File: src/rtl/uue_pkg.sv
`default_nettype none

package uue_pkg;

  // Operation codes carried by an input beat.
  typedef enum logic {
    OP_START = 1'b0,
    OP_DATA  = 1'b1
  } op_t;

  // Kind of work handed from the front to the back.
  typedef enum logic {
    JOB_HDR = 1'b0,
    JOB_GRP = 1'b1
  } job_kind_t;

  localparam logic [7:0] SYM_ZERO  = 8'd96;
  localparam logic [7:0] SYM_BIAS  = 8'd32;
  localparam int         HDR_CHARS = 8;
  localparam int         GRP_CHARS = 4;

  typedef struct packed {
    logic        operation;
    logic [31:0] message_length;
    logic [7:0]  data_byte;
  } in_item_t;

  typedef struct packed {
    logic [7:0] character;
    logic       last_of_message;
  } out_item_t;

  // One job: a header (32-bit length, eight hex digits) or a group
  // (three bytes left-aligned in the word, four symbols).
  typedef struct packed {
    job_kind_t   kind;
    logic [31:0] word;
    logic        last;
  } job_t;

  // Upper-case ASCII hex digit of a nibble.
  function automatic logic [7:0] hex_char(input logic [3:0] v);
    logic [7:0] c;
    if (v < 4'd10) begin
      c = 8'h30 + {4'd0, v};
    end else begin
      c = 8'h41 + {4'd0, v} - 8'd10;
    end
    return c;
  endfunction

  // Uuencode symbol of a 6-bit value; zero maps to the backquote.
  function automatic logic [7:0] sym_char(input logic [5:0] v);
    logic [7:0] c;
    if (v == 6'd0) begin
      c = SYM_ZERO;
    end else begin
      c = SYM_BIAS + {2'd0, v};
    end
    return c;
  endfunction

endpackage

`default_nettype wire

File: src/rtl/uue_front.sv
`default_nettype none

module uue_front (
  input  wire logic            clk,
  input  wire logic            rst_n,
  input  wire logic            in_valid,
  output logic                 in_ready,
  input  wire uue_pkg::in_item_t in_item,
  input  wire logic            q_ready,
  output logic                 q_push,
  output uue_pkg::job_t        q_job
);
  import uue_pkg::*;

  logic        active_r, active_nxt;
  logic [31:0] exp_len_r, exp_len_nxt;
  logic [31:0] taken_r, taken_nxt;
  logic [1:0]  fill_r, fill_nxt;
  logic [7:0]  grp0_r, grp1_r;
  logic        accept;
  logic [31:0] taken_inc;
  logic        done;

  // A beat is taken whenever the queue has room, even if it is dropped.
  assign in_ready  = q_ready;
  assign accept    = in_valid && in_ready;
  assign taken_inc = taken_r + 32'd1;
  assign done      = (taken_inc == exp_len_r);

  // Classify the beat and build the job it causes.
  always_comb begin
    active_nxt  = active_r;
    exp_len_nxt = exp_len_r;
    taken_nxt   = taken_r;
    fill_nxt    = fill_r;
    q_push      = 1'b0;
    q_job.kind  = JOB_HDR;
    q_job.word  = in_item.message_length;
    q_job.last  = 1'b0;
    if (accept) begin
      if (op_t'(in_item.operation) == OP_START) begin
        q_push      = 1'b1;
        q_job.last  = (in_item.message_length == 32'd0);
        exp_len_nxt = in_item.message_length;
        taken_nxt   = 32'd0;
        fill_nxt    = 2'd0;
        active_nxt  = (in_item.message_length != 32'd0);
      end else if (active_r) begin
        taken_nxt = taken_inc;
        if (fill_r < 2'd2 && !done) begin
          fill_nxt = fill_r + 2'd1;
        end else begin
          q_push     = 1'b1;
          q_job.kind = JOB_GRP;
          q_job.last = done;
          case (fill_r)
            2'd0:    q_job.word = {in_item.data_byte, 24'd0};
            2'd1:    q_job.word = {grp0_r, in_item.data_byte, 16'd0};
            default: q_job.word = {grp0_r, grp1_r, in_item.data_byte, 8'd0};
          endcase
          fill_nxt = 2'd0;
          if (done) begin
            active_nxt = 1'b0;
          end
        end
      end
    end
  end

  // Control state.
  always_ff @(posedge clk) begin
    if (!rst_n) begin
      active_r  <= 1'b0;
      exp_len_r <= 32'd0;
      taken_r   <= 32'd0;
      fill_r    <= 2'd0;
    end else begin
      active_r  <= active_nxt;
      exp_len_r <= exp_len_nxt;
      taken_r   <= taken_nxt;
      fill_r    <= fill_nxt;
    end
  end

  // Held bytes of the current group.
  always_ff @(posedge clk) begin
    if (accept && op_t'(in_item.operation) == OP_DATA && active_r
        && fill_r < 2'd2 && !done) begin
      if (fill_r == 2'd0) begin
        grp0_r <= in_item.data_byte;
      end else begin
        grp1_r <= in_item.data_byte;
      end
    end
  end

endmodule

`default_nettype wire

File: src/rtl/uue_fifo.sv
`default_nettype none

module uue_fifo (
  input  wire logic          clk,
  input  wire logic          rst_n,
  input  wire logic          push,
  input  wire uue_pkg::job_t push_job,
  output logic               not_full,
  input  wire logic          pop,
  output logic               not_empty,
  output uue_pkg::job_t      head_job
);
  import uue_pkg::*;

  job_t       mem_r [2];
  logic       wr_ptr_r, rd_ptr_r;
  logic [1:0] count_r;

  assign not_full  = (count_r != 2'd2);
  assign not_empty = (count_r != 2'd0);
  assign head_job  = mem_r[rd_ptr_r];

  // Pointer and occupancy bookkeeping.
  always_ff @(posedge clk) begin
    if (!rst_n) begin
      wr_ptr_r <= 1'b0;
      rd_ptr_r <= 1'b0;
      count_r  <= 2'd0;
    end else begin
      if (push) begin
        wr_ptr_r <= ~wr_ptr_r;
      end
      if (pop) begin
        rd_ptr_r <= ~rd_ptr_r;
      end
      if (push && !pop) begin
        count_r <= count_r + 2'd1;
      end else if (pop && !push) begin
        count_r <= count_r - 2'd1;
      end
    end
  end

  // Entry storage.
  always_ff @(posedge clk) begin
    if (push) begin
      mem_r[wr_ptr_r] <= push_job;
    end
  end

endmodule

`default_nettype wire

File: src/rtl/uue_back.sv
`default_nettype none

module uue_back (
  input  wire logic          clk,
  input  wire logic          rst_n,
  input  wire logic          q_valid,
  input  wire uue_pkg::job_t q_job,
  output logic               q_pop,
  output logic               out_valid,
  input  wire logic          out_ready,
  output uue_pkg::out_item_t out_item
);
  import uue_pkg::*;

  logic      busy_r, busy_nxt;
  job_t      cur_r, cur_nxt;
  logic [2:0] left_r, left_nxt;
  logic      out_valid_r, out_valid_nxt;
  out_item_t out_item_r, out_item_nxt;
  logic      advance;
  logic      job_end;

  assign advance   = busy_r && (!out_valid_r || out_ready);
  assign job_end   = advance && (left_r == 3'd0);
  assign q_pop     = q_valid && (!busy_r || job_end);
  assign out_valid = out_valid_r;
  assign out_item  = out_item_r;

  // Emit one character per cycle from the current job while the output is not stalled, shifting its word.
  always_comb begin
    busy_nxt      = busy_r;
    cur_nxt       = cur_r;
    left_nxt      = left_r;
    out_valid_nxt = out_valid_r && !out_ready;
    out_item_nxt  = out_item_r;
    if (advance) begin
      out_valid_nxt = 1'b1;
      out_item_nxt.last_of_message = cur_r.last && (left_r == 3'd0);
      if (cur_r.kind == JOB_HDR) begin
        out_item_nxt.character = hex_char(cur_r.word[31:28]);
        cur_nxt.word = {cur_r.word[27:0], 4'd0};
      end else begin
        out_item_nxt.character = sym_char(cur_r.word[31:26]);
        cur_nxt.word = {cur_r.word[25:0], 6'd0};
      end
      left_nxt = left_r - 3'd1;
      if (left_r == 3'd0) begin
        busy_nxt = 1'b0;
      end
    end
    if (q_pop) begin
      busy_nxt = 1'b1;
      cur_nxt  = q_job;
      left_nxt = (q_job.kind == JOB_HDR) ? 3'(HDR_CHARS - 1) : 3'(GRP_CHARS - 1);
    end
  end

  // Control state.
  always_ff @(posedge clk) begin
    if (!rst_n) begin
      busy_r      <= 1'b0;
      out_valid_r <= 1'b0;
      left_r      <= 3'd0;
    end else begin
      busy_r      <= busy_nxt;
      out_valid_r <= out_valid_nxt;
      left_r      <= left_nxt;
    end
  end

  // Payload registers.
  always_ff @(posedge clk) begin
    cur_r      <= cur_nxt;
    out_item_r <= out_item_nxt;
  end

endmodule

`default_nettype wire

File: src/rtl/uuencode_length_prefixed_encoder_core.sv
// Path: a job passes through the job queue, the back end's job register and its
// output register before its first character appears when the back end is idle.
// Throughput: the character back end emits one character per cycle while out_ready
// does not stall it; a start beat yields eight characters and a group of up to
// three data bytes four; a two-entry job queue lets the front take beats meanwhile.
// Reset: synchronous active-low rst_n clears the message state, queue and output.
`default_nettype none

module uuencode_length_prefixed_encoder_core (
  input  wire logic               clk,
  input  wire logic               rst_n,
  input  wire logic               in_valid,
  output logic                    in_ready,
  input  wire uue_pkg::in_item_t  in_item,
  output logic                    out_valid,
  input  wire logic               out_ready,
  output uue_pkg::out_item_t      out_item
);
  import uue_pkg::*;

  logic q_push, q_not_full, q_pop, q_not_empty;
  job_t push_job, head_job;

  // Front: takes beats, tracks the message and builds jobs.
  uue_front u_front (
    .clk      (clk),
    .rst_n    (rst_n),
    .in_valid (in_valid),
    .in_ready (in_ready),
    .in_item  (in_item),
    .q_ready  (q_not_full),
    .q_push   (q_push),
    .q_job    (push_job)
  );

  // Job queue between the two halves.
  uue_fifo u_fifo (
    .clk       (clk),
    .rst_n     (rst_n),
    .push      (q_push),
    .push_job  (push_job),
    .not_full  (q_not_full),
    .pop       (q_pop),
    .not_empty (q_not_empty),
    .head_job  (head_job)
  );

  // Back: turns jobs into output characters.
  uue_back u_back (
    .clk       (clk),
    .rst_n     (rst_n),
    .q_valid   (q_not_empty),
    .q_job     (head_job),
    .q_pop     (q_pop),
    .out_valid (out_valid),
    .out_ready (out_ready),
    .out_item  (out_item)
  );

endmodule

`default_nettype wire
File: config.mk
export PLATFORM = sky130hd
export DESIGN_NAME = uuencode_length_prefixed_encoder_core
export DESIGN_NICKNAME = d
export VERILOG_FILES = /design/src/rtl/uue_pkg.sv /design/src/rtl/uue_front.sv /design/src/rtl/uue_fifo.sv /design/src/rtl/uue_back.sv /design/src/rtl/uuencode_length_prefixed_encoder_core.sv
export SDC_FILE = /design/constraint.sdc
export NUM_CORES = 1
export LEC_CHECK = 0
export BUFFER_PORTS_ARGS = -buffer_cell sky130_fd_sc_hd__buf_2
export CAP_MARGIN = 20
export CORE_MARGIN = 2
export CORE_UTILIZATION = 55
export CTS_CLUSTER_DIAMETER = 150
export CTS_CLUSTER_SIZE = 12
export DETAILED_ROUTE_END_ITERATION = 12
export PLACE_DENSITY = 0.77
export SLEW_MARGIN = 20
export SYNTH_ARGS = -nofsm -noshare
export SYNTH_HDL_FRONTEND = slang
export SYNTH_SLANG_ARGS = --single-unit
export TNS_END_PERCENT = 1
File: constraint.sdc
create_clock -name clk -period 5.7 [get_ports clk]
set_clock_uncertainty 0.2 [all_clocks]
set_input_delay 1.14 -clock clk [delete_from_list [all_inputs] [get_ports clk]]
set_output_delay 1.14 -clock clk [all_outputs]
set_load 0.03 [all_outputs]
**After elaboration in Yosys (flattened, before gate mapping)**

Memory sizes are Yosys's and may differ from the RTL's. A register that Yosys moved wholly into a read port is not among the register bits.
Cells that the tools add are included.

- Add/sub/neg operators: 9
- Magnitude comparators: 2
- Eq/ne operators: 4
- Muxes and demuxes: 38
- Bitwise gates (word level): 4
- Reductions and logical operators: 35

Operators with widths:

| cell | count |
|---|---|
| $mux W32 | 4 |
| $mux W34 | 3 |
| $mux W33 | 2 |
| $pmux W32 S2 | 1 |
| $add A32 B1 Y32 const B | 1 |
| $eq A32 B32 Y1 | 1 |
| $logic_not A32 Y1 | 1 |
| $reduce_bool A32 Y1 | 1 |
| $mux W8 | 3 |
| $mux W1 | 17 |
| $logic_and A1 B1 Y1 | 13 |
| $mux W2 | 5 |
| $reduce_and A2 Y1 | 5 |
| $mux W3 | 3 |
| $add A7 B4 Y8 const A | 1 |
| $reduce_bool A2 Y1 | 4 |
| $sub A8 B4 Y8 const B | 1 |
| $add A6 B4 Y7 const A | 1 |
| $add A6 B6 Y7 const A | 1 |
| $logic_not A1 Y1 | 6 |
| $logic_not A6 Y1 | 1 |
| $add A2 B1 Y2 const B | 2 |
| $lt A4 B4 Y1 const B | 1 |
| $not A1 Y1 | 4 |
| 9 further kinds | 10 |

- Register bits: 135
- RAM bits: 68
- Bits of input ports: 45
- Output and inout bits: 11
- Word-level logic and storage cells: 110
- Memories: 1

Memory list:

| memory | depth | bits a word | rd ports | clocked after memory_dff | write ports | RTL line | text |
|---|---|---|---|---|---|---|---|
| u_fifo.mem_r | 2 | 34 | 1 | 1 | 1 | uue_fifo.sv:15 | `job_t mem_r [2];` |

**Longest topological paths before layout**

Gate-level depths: netlist of the first run.

- Word-level depth: 12
- Mapped depth: 14
- Gate-level depth less buffers: 13

**Hierarchy**

A second synthesis of the first run with hierarchy kept.

- Cell total of the unflattened synthesis: 997
- Area, all modules: 10,446.3 µm²

By module, submodules not included:

| module | times used | cells an instance | area each (µm²) |
|---|---|---|---|
| uue_front | 1 | 659 | 5,330.1 |
| uue_fifo | 1 | 128 | 2,682.6 |
| uue_back | 1 | 210 | 2,433.6 |

**Worst setup path before layout of the first run**

No wires, ideal clock.

- Path kind: register to register
- Start: register u_front.taken_r[8]
- End: memory u_fifo.mem_r[1][0] (netlist name) (enable)
- Library setup time: 0.477 ns
- Data arrival time: 5.150 ns
- Required time: 5.023 ns
- Path slack: -0.127 ns
- Cell stages (with the launch flop): 10
- Buffers on the path: 1
- Clock period less this slack: 5.827 ns
- Cell sequence: dfxtp_1 > buf_2 > nand4_1 > or4_4 > or3_1 > xor2_1 > o2111ai_1 > or4_4 > o31a_4 > o21ai_0

- Word-level cells in the longest chain between the ends: 10

Ends and longest elaborated chain:

| item | RTL line | text |
|---|---|---|
| start: declaration | uue_front.sv:17 | `logic [31:0] taken_r, taken_nxt;` |
| start signal: assignment | uue_front.sv:80 | `taken_r <= taken_nxt;` |
| $add A32 B1 Y32 | uue_front.sv:27 | `assign taken_inc = taken_r + 32'd1;` |
| $eq A32 B32 Y1 | uue_front.sv:28 | `assign done = (taken_inc == exp_len_r);` |
| $logic_not A1 Y1 | uue_front.sv:50 | `if (fill_r < 2'd2 && !done) begin` |
| $logic_and A1 B1 Y1 | uue_front.sv:50 |  |
| $mux W1 | uue_front.sv:50 |  |
| $mux W1 | uue_front.sv:48 | `end else if (active_r) begin` |
| $mux W1 | uue_front.sv:41 | `if (op_t'(in_item.operation) == OP_START) begin` |
| $mux W1 | uue_front.sv:40 | `if (accept) begin` |
| $mux W1 | uue_fifo.sv:46 | `if (push) begin` |
| $mux W1 (implied by the code) | uue_fifo.sv:47 | `mem_r[wr_ptr_r] <= push_job;` |
| end: declaration | uue_fifo.sv:15 |  |

No other way between the ends.

**Worst setup path in the final report of the first run**

- Start: register u_front.taken_r[0]
- End: memory u_fifo.mem_r[0][10] (netlist name) (enable)

- Word-level cells in the longest chain between the ends: 10

Ends and longest elaborated chain:

| item | RTL line | text |
|---|---|---|
| $add A32 B1 Y32 | uue_front.sv:27 |  |
| $eq A32 B32 Y1 | uue_front.sv:28 |  |
| $logic_not A1 Y1 | uue_front.sv:50 |  |
| $logic_and A1 B1 Y1 | uue_front.sv:50 |  |
| $mux W1 | uue_front.sv:50 |  |
| $mux W1 | uue_front.sv:48 |  |
| $mux W1 | uue_front.sv:41 |  |
| $mux W1 | uue_front.sv:40 |  |
| named net q_push | uuencode_length_prefixed_encoder_core.sv:21 | `logic q_push, q_not_full, q_pop, q_not_empty;` |
| $mux W1 | uue_fifo.sv:46 |  |
| $mux W1 (implied by the code) | uue_fifo.sv:47 |  |

The timed path passes the listed nets, and every way through them passes these cells.

==> impl_results.md, run 1 <==
- Outcome: finished clean
- Worst VDD drop: 314 µV
- Peak Freq: 217 MHz
- Residual overflow from global routing: 0
- Sw Share: 31.6%
- Combinational share of power: 26.5%
- Top-area cell type share of the netlist area: 37.3%
- Final Critical Period: 4.62 ns
- Antenna Nets Post-Route: 0
- Final period util: 81.0%
- Critical path fanouts, max: 25
- Row count: 49
- Ys async rst share: 0%
- CTS clk-pin slew, worst paths: 0.06 ns
- Final setup TNS: 0 ns
- Power Density: 401 nW/µm²
- Chip height: 140 µm
- RSZ-0062 raised after global routing: false
- Core region area: 18,000 µm²
- Wire per inst: 18.8 µm
- Max clock buf depth: 3
- Via count of the first global-routing pass: 7,125
- Net Sw Power: 1.40 mW
- Top area cells in the synthesized netlist: edfxtp_1 (37%), dfxtp_1 (15%), a21oi_1 (5.0%), nand2_1 (4.2%), mux2i_1 (3.4%)
- Max Transition Viols Final: 0
- Cts-stage hold buffer count: 0
- Number of synthesized flops with an enable pin: 126
- Largest net degree at the start of global routing: 61
- Postcts setup bufs: 0
- Post-synth design cell area: 10,200 µm²
- First-pass GRT wire length: 37,300 µm
- Die ar.: 19,600 µm²
- Port Buffer Count: 54
- Mapped Cells: 990
- Maxcap violations: 0
- # fillers: 1,500
- Register area share after synthesis: 52.5%
- Worst reg2reg setup slack: 1.08 ns
- RD Place Congestion: 0.971
- Yosys reg bits: 203
- Worst path required time: 5.69 ns
- Worst Tran Pin Value: 1.02 ns
- Final setup fails: 0
- Crit path DAT: 4.60 ns
- Initial DRC count: 623
- Die X: 140 µm
- Initial antenna violation count: 0
- LEAKAGE: 3.85 nW
- Synthesis Warnings: 0
- Gr usage total: 23.7%
- Yosys cell types: 70
- Reg power frac: 46.5%
- IO Count: 56
- Hold Vio Cnt, Final: 0
- Diodes inserted: 0
- Final WL: 23,400 µm
- Largest area contributor in the netlist: edfxtp_1
- Area Overhead vs Synth: 9.12%
- CTS tree: done
- TritonRoute pass-1 iters: 5
- Setup crit end kind: register
- Cts bufs inserted: 20
- CTS sink cnt: 203
- DP Wirelength: 16,100 µm
- Vias/cell: 6.06
- Layout cells sized above 1: 12.9%
- CTS resizes: 0
- CTS H-tree depth: 1
- Worst hold path class: register to register
- Finished Layout Cells: 1,246
- Fin nets: 1,058
- Vias: 7,552
- Initial core utilization: 56.3%
- Worst setup SP type: register
- Worst skew pair latency: 0.49 ns
- Clk Tree Root Cell: clkbuf_16
- Normalized max-slew margin: 31.5%
- Placed Instances: 1,211
- Syn Nets: 1,043
- Crit Path Class: register to register
- Internal cell power: 3.04 mW
- Drc violations: 0
- Syn avg cell area: 10.3 µm²
- Clock power share: 27.0%
- Predominant post-synthesis flop cell: edfxtp_1
## layer usage
metal | track usage (%) | vias up | routed length (µm)
met1 | 30.8 | 3589 | 9760
met4 | 8.42 | 0 | 753
met5 | 0 | - | 0
met2 | 40.9 | 244 | 11700
met3 | 3.20 | 48 | 1220
li1 | - | 3671 | -
## path summary, 6_finish.rpt
check	to	depth (start not counted)	start
worst max-delay path	u_fifo.mem_r[0][10]	11	u_front.taken_r[0]
worst min-delay path	u_front.exp_len_r[27]	2	u_front.exp_len_r[27]
worst max register to register	u_fifo.mem_r[0][10]	11	u_front.taken_r[0]
worst min register to register	u_front.exp_len_r[27]	2	u_front.exp_len_r[27]
## stage by stage
stage | worst slack (ns) | area (µm²) | util (%) | power, mW | hold slack [ns]
finish | 1.08 | 11100 | 61.5 | 4.44 | 0.268
global route | 0.798 | 11100 | 61.5 | 4.69 | 0.285
CTS | 1.10 | 11100 | 61.4 | 4.46 | 0.272
detailed placement | 1.16 | 10500 | 58.2 | 3.27 | 0.263
global placement | 1.32 | 10500 | 58.2 | 3.23 | 0.259
floorplan | 0.739 | 10200 | - | 2.96 | 0.245
## Yosys cell counts, types with 4 or more instances
cell type / number
a211oi_1: 29
a21oi_1: 101
a221oi_1: 16
a2bb2oi_2: 16
a31oi_1: 4
and3_1: 7
and4_1: 8
buf_1: 7
buf_2: 8
clkbuf_1: 52
dfxtp_1: 77
edfxtp_1: 126
ha_1: 8
inv_1: 12
mux2_2: 4
mux2i_1: 34
nand2_1: 114
nand2b_1: 7
nand3_1: 20
nand3b_1: 9
nand4_1: 11
nor2_1: 64
nor2b_1: 35
nor3_1: 19
nor4_1: 25
o21ai_0: 45
o21ai_1: 6
or3_1: 13
xnor2_1: 25
xor2_1: 25
## layout make-up
| cell class | count | area [µm²] | area share (%) |
|---|---|---|---|
| flip-flops and latches | 203 | 5330 | 48.1 |
| multi-input cells | 701 | 4470 | 40.3 |
| well taps | 229 | 287 | 2.59 |
| repair buffers | 66 | 373 | 3.37 |
| inverters | 13 | 48.8 | 0.440 |
| clock buffers | 34 | 574 | 5.18 |
## layout by cell type (no fill, tap or decap), types with 16 or more instances in the layout
cell type  netlist  final
nor3_1          19     19
a2bb2oi_2       16     16
a221oi_1        16     16
dfxtp_1         77     76
o21ai_0         45     44
nor2b_1         35     34
nor2_1          64     63
nor4_1          25     25
edfxtp_1       126    126
clkbuf_16        0     21
nand2_1        114    113
mux2i_1         34     34
nand3_1         20     20
buf_2            8     54
a211oi_1        29     29
xor2_1          25     25
a21oi_1        101    101
xnor2_1         25     25
## logic make-up after synthesis
logic type / count (synthesis) / share of synthesized area [%]
xor+xnor: 50 / 4.31
mux: 38 / 3.80
flops: 203 / 52.5
buf+inv: 86 / 3.75
other cells: 1 / 0.0369
compound gates: 248 / 16.4
simple gates: 356 / 18.3
fa+ha+maj: 8 / 0.986
## critical path, stage by stage, from the launching register on
cell and delay [ns]:
dfxtp_1 0.49, ha_1 0.34, and3_1 0.24, nand4_1 0.26, nor3_1 0.46, xnor2_1 0.11, nor4_1 0.40, nand4_2 0.24
o31a_4 0.50, o21ai_1 0.24, nor2b_2 0.56, buf_12 0.26
## sequential cells by signal, indices dropped and copies added, names as in the netlist, 3 cells and up, named ones only
register,count
u_back.cur_r,34
u_back.left_r,3
u_back.out_item,8
u_fifo.mem_r,68
u_front.exp_len_r,32
u_front.grp0_r,8
u_front.grp1_r,8
u_front.taken_r,32
## power groups by stage
stage	Sequential [mW]	Combinational, mW	Clock [mW]
5_1_grt	2.10	1.32	1.28
2_1_floorplan	2.10	0.864	0
3_5_place_dp	2.10	1.17	0
6_report	2.07	1.18	1.20
3_3_place_gp	2.09	1.14	0
4_1_cts	2.07	1.18	1.22
No activity file was read; power rests on OpenSTA's default activity.
==> inputs of run 2 (changes only) <==
ABC_AREA = 1   (was default)
CORE_UTILIZATION = 61   (was 55)
PLACE_DENSITY = 0.81   (was 0.77)
clock period = 4.7 ns   (was 5.7 ns; I/O delays follow)
==> impl_results.md, run 2 <==
- Maxcap violations: 0 (unchanged)
- CP dominant cell by count: nor2_1
- Number of synthesized flops with an enable pin: 126 (unchanged)
- Post-route cell area: 11,300 µm² (+1.8%)
- Synth top cells by count: nand2_1 (410), inv_1 (151), edfxtp_1 (126)
- Power Total: 5.54 mW (+25%)
- Worst skew pair latency: 0.51 ns (+0.02 ns)
- Cts-stage hold buffer count: 0 (unchanged)
- Normalized max-slew margin: 28.4% (-3.2 points)
- Max Transition Viols Final: 0 (unchanged)
- Crit path max-delay family: simple AND/OR/NAND/NOR gates
- Vias/cell: 5.69 (-6.2%)
- Peak Freq: 263 MHz (+21%)
- First-pass GRT wire length: 40,600 µm (+8.9%)
- CTS H-tree depth: 1 (unchanged)
- Setup crit end kind: register
- Antenna Nets Post-Route: 0 (unchanged)
- R2R depth: 16 (+5)
- CTS tree: done
- Top-area cell type share of the netlist area: 37.0% (-0.25 points)
- R2R Path Start: u_front.taken_r[1]
- CP Launch Point: u_front.taken_r[1]
- Crit path DAT: 3.91 ns (-0.69 ns)
- Final period util: 80.9% (-0.12 points)
- Wire per inst: 16.8 µm (-11%)
- LEAKAGE: 4.58 nW (+19%)
- FF/Latch Area: 5330 µm² (about the same)
- Core region area: 16,500 µm² (-8.6%)
- Worst VDD drop: 371 µV (+18%)
- # fillers: 1,318 (-12%)
- Die ar.: 17,800 µm² (-9.0%)
- Final setup TNS: 0 ns (unchanged)
- Initial antenna violation count: 0 (unchanged)
- CTS sink cnt: 203 (unchanged)
- Yosys reg bits: 203 (unchanged)
- Largest regs: u_fifo.mem_r x68, u_back.cur_r x34
- Max clock buf depth: 3 (unchanged)
- Max incr delay on CP: 0.53 ns (-0.03 ns)
- Largest register FFs: 68 (unchanged)
- Ys async rst share: 0% (unchanged)
- Final WL: 26,300 µm (+12%)
- Postcts setup bufs: 0 (unchanged)
- Most frequent cells in the layout: nand2_1 (409), inv_1 (150), edfxtp_1 (126), nand3_1 (99), nor2_1 (97)
- Top area cells in the synthesized netlist: edfxtp_1 (37%), dfxtp_1 (15%), nand2_1 (15%), inv_1 (5.5%), nand3_1 (4.8%)
- TritonRoute pass-1 iters: 8 (+3)
- Worst setup SP type: register
- Die X: 133 µm (-4.6%)
- Slowest CP cell: clkinv_1
- Cts bufs inserted: 20 (unchanged)
- Critical path, cell by cell: ha_1 > nand2_2 > nor2_8 > nand3_1 > nor2_1 > nand2_1 > and2_1 > nor2_1 > nor2_1 > nand2_1 > nor2_2 > nand3_2 > nand2_2 > nand2_2 > clkinv_1 > nor2_1
- Drc violations: 0 (unchanged)
- Chip height: 133 µm (-4.6%)
- Port Buffer Count: 54 (unchanged)
- Gr usage total: 29.0% (+5.2 points)
- Mapped Cells: 1,293 (+31%)
- IO Count: 56 (unchanged)
- Most common cell after layout, fill and taps aside: nand2_1
- Synthesis Warnings: 0 (unchanged)
- Hold Startpoint: u_back.busy_r
- Initial core utilization: 62.1% (+5.7 points)
- DP Wirelength: 18,400 µm (+14%)
- Crit Path Class: register to register
- RSZ-0062 raised after global routing: false
- Worst hold path class: register to register
- Outcome: finished clean
- Initial DRC count: 1,167 (+87%)
- Clk Tree Root Cell: clkbuf_16
- Hold Crit Depth: 2 (unchanged)
- Syn avg cell area: 7.90 µm² (-23%)
- Vias: 8,886 (+18%)
- Worst reg2reg setup slack: 0.90 ns (-0.18 ns)
- Largest area contributor in the netlist: edfxtp_1
- Dpl cell area: 10,700 µm² (+1.9%)
- Worst Tran Pin Value: 1.07 ns (+0.0447 ns)
- Area Overhead vs Synth: 10.3%
- Final Critical Period: 3.80 ns (-0.815 ns)
- CTS resizes: 0 (unchanged)
- Power Density: 491 nW/µm² (+23%)
- Hold Vio Cnt, Final: 0 (unchanged)
- Predominant post-synthesis flop cell: edfxtp_1
- Via count of the first global-routing pass: 7,922 (+11%)
- Footprint of the multi-input gates: 4150 µm² (-7.1%)
- Buf/Inv on CP: 1 (unchanged)
- Worst path required time: 4.81 ns (-0.88 ns)
- R2r endpoint: u_fifo.mem_r[1][7]
- Register area share after synthesis: 52.1% (-0.35 points)
- Final setup fails: 0 (unchanged)
- Post-synth design cell area: 10,200 µm² (+0.67%)
- Largest reg by FF count: u_fifo.mem_r
- Layout cells sized above 1: 8.94% (-3.9 points)
- Syn Nets: 1,346 (+29%)
- Residual overflow from global routing: 0 (unchanged)
- RD Place Congestion: 0.959 (-1.2%)
- CTS clk-pin slew, worst paths: 0.06 ns (about the same)
- Critical path fanouts, max: 38 (+52%)
- Most common cell in the netlist: nand2_1
- Yosys cell types: 41 (-41%)
- Diodes inserted: 0 (unchanged)
- Fin nets: 1,384 (+31%)
- Row count: 47 (-4.1%)
- Hold-critical path endpoint: u_back.out_valid
- Largest net degree at the start of global routing: 63 (+3.3%)
run 2: changes by cell type after synthesis, sizes merged, moves of 21 or more:
| cell | previous run | this run |
|---|---|---|
| nor4 | 26 | 5 |
| a211oi | 29 | 3 |
| nand2 | 114 | 422 |
| a31oi | 4 | 26 |
| nor2 | 67 | 110 |
| inv | 13 | 151 |
| o21ai | 51 | 96 |
| nand3 | 20 | 100 |
| mux2i | 34 | 1 |
| nor2b | 35 | 0 |
| xnor2 | 25 | 1 |
run 2: metrics by stage:
stage | cells | utilization [%] | hold slack, ns | setup slack, ns
finish | 1563 | 68.5 | 0.266 | 0.900
global route | 1563 | 68.5 | 0.290 | 0.737
CTS | 1563 | 68.5 | 0.269 | 1.06
detailed placement | 1529 | 65.0 | 0.258 | 1.09
global placement | 1529 | 64.9 | 0.235 | 1.21
floorplan | 1293 | - | 0.225 | 0.475
run 2: final cells by class:
type / instances / area share (%)
clock buffer: 33 / 4.87
clock inverter: 1 / 0.266
inverter: 153 / 5.09
multi-input combinational: 886 / 36.8
sequential: 203 / 47.2
tap: 220 / 2.44
timing repair buffer: 67 / 3.26
run 2: metal layers:
metal	wire length [µm]	vias to the layer above	share of wire, %	track usage, %
li1	-	4324	-	-
met1	11100	4088	42	41.3
met5	0	-	0	0
met4	516	0	2.0	7.15
met2	12100	435	46	46.2
met3	2480	39	9.4	5.40
run 2: cell families after synthesis:
group	count (synthesis)	share of synthesized area [%]
xor+xnor	8	0.820
compound gates	214	11.1
mux	1	0.0979
simple gates	654	27.1
other cells	1	0.0367
buf+inv	204	7.76
flops	203	52.1
fa+ha+maj	8	0.979
run 2: tightest hold or removal path: cells and delay by family, from the launching register on:
| kind | cells | cell delay (ns) |
|---|---|---|
| AOI/OAI and AO/OA | 1 | 0.05 |
| buffers and inverters | 1 | 0.05 |
| DFF | 1 | 0.32 |
run 2: power by group:
part / internal, mW / leakage, nW / total (mW) / switching, mW
Sequential: 2.37 / 1.80 / 2.51 / 0.146
Clock: 0.803 / 0.273 / 1.46 / 0.659
Combinational: 0.454 / 2.50 / 1.57 / 1.11
Total: 3.62 / 4.58 / 5.54 / 1.92
run 2: how the worst max path moves through the flow:
stage                          to  slack, ns  depth (start not counted)
6_report       u_fifo.mem_r[1][7]       0.90                         16
3_5_place_dp   u_fifo.mem_r[0][7]       1.09                         16
5_1_grt        u_fifo.mem_r[1][7]       0.74                         17
3_3_place_gp   u_fifo.mem_r[0][7]       1.21                         17
2_1_floorplan  u_fifo.mem_r[1][0]       0.48                         17
4_1_cts        u_fifo.mem_r[1][7]       1.06                         16
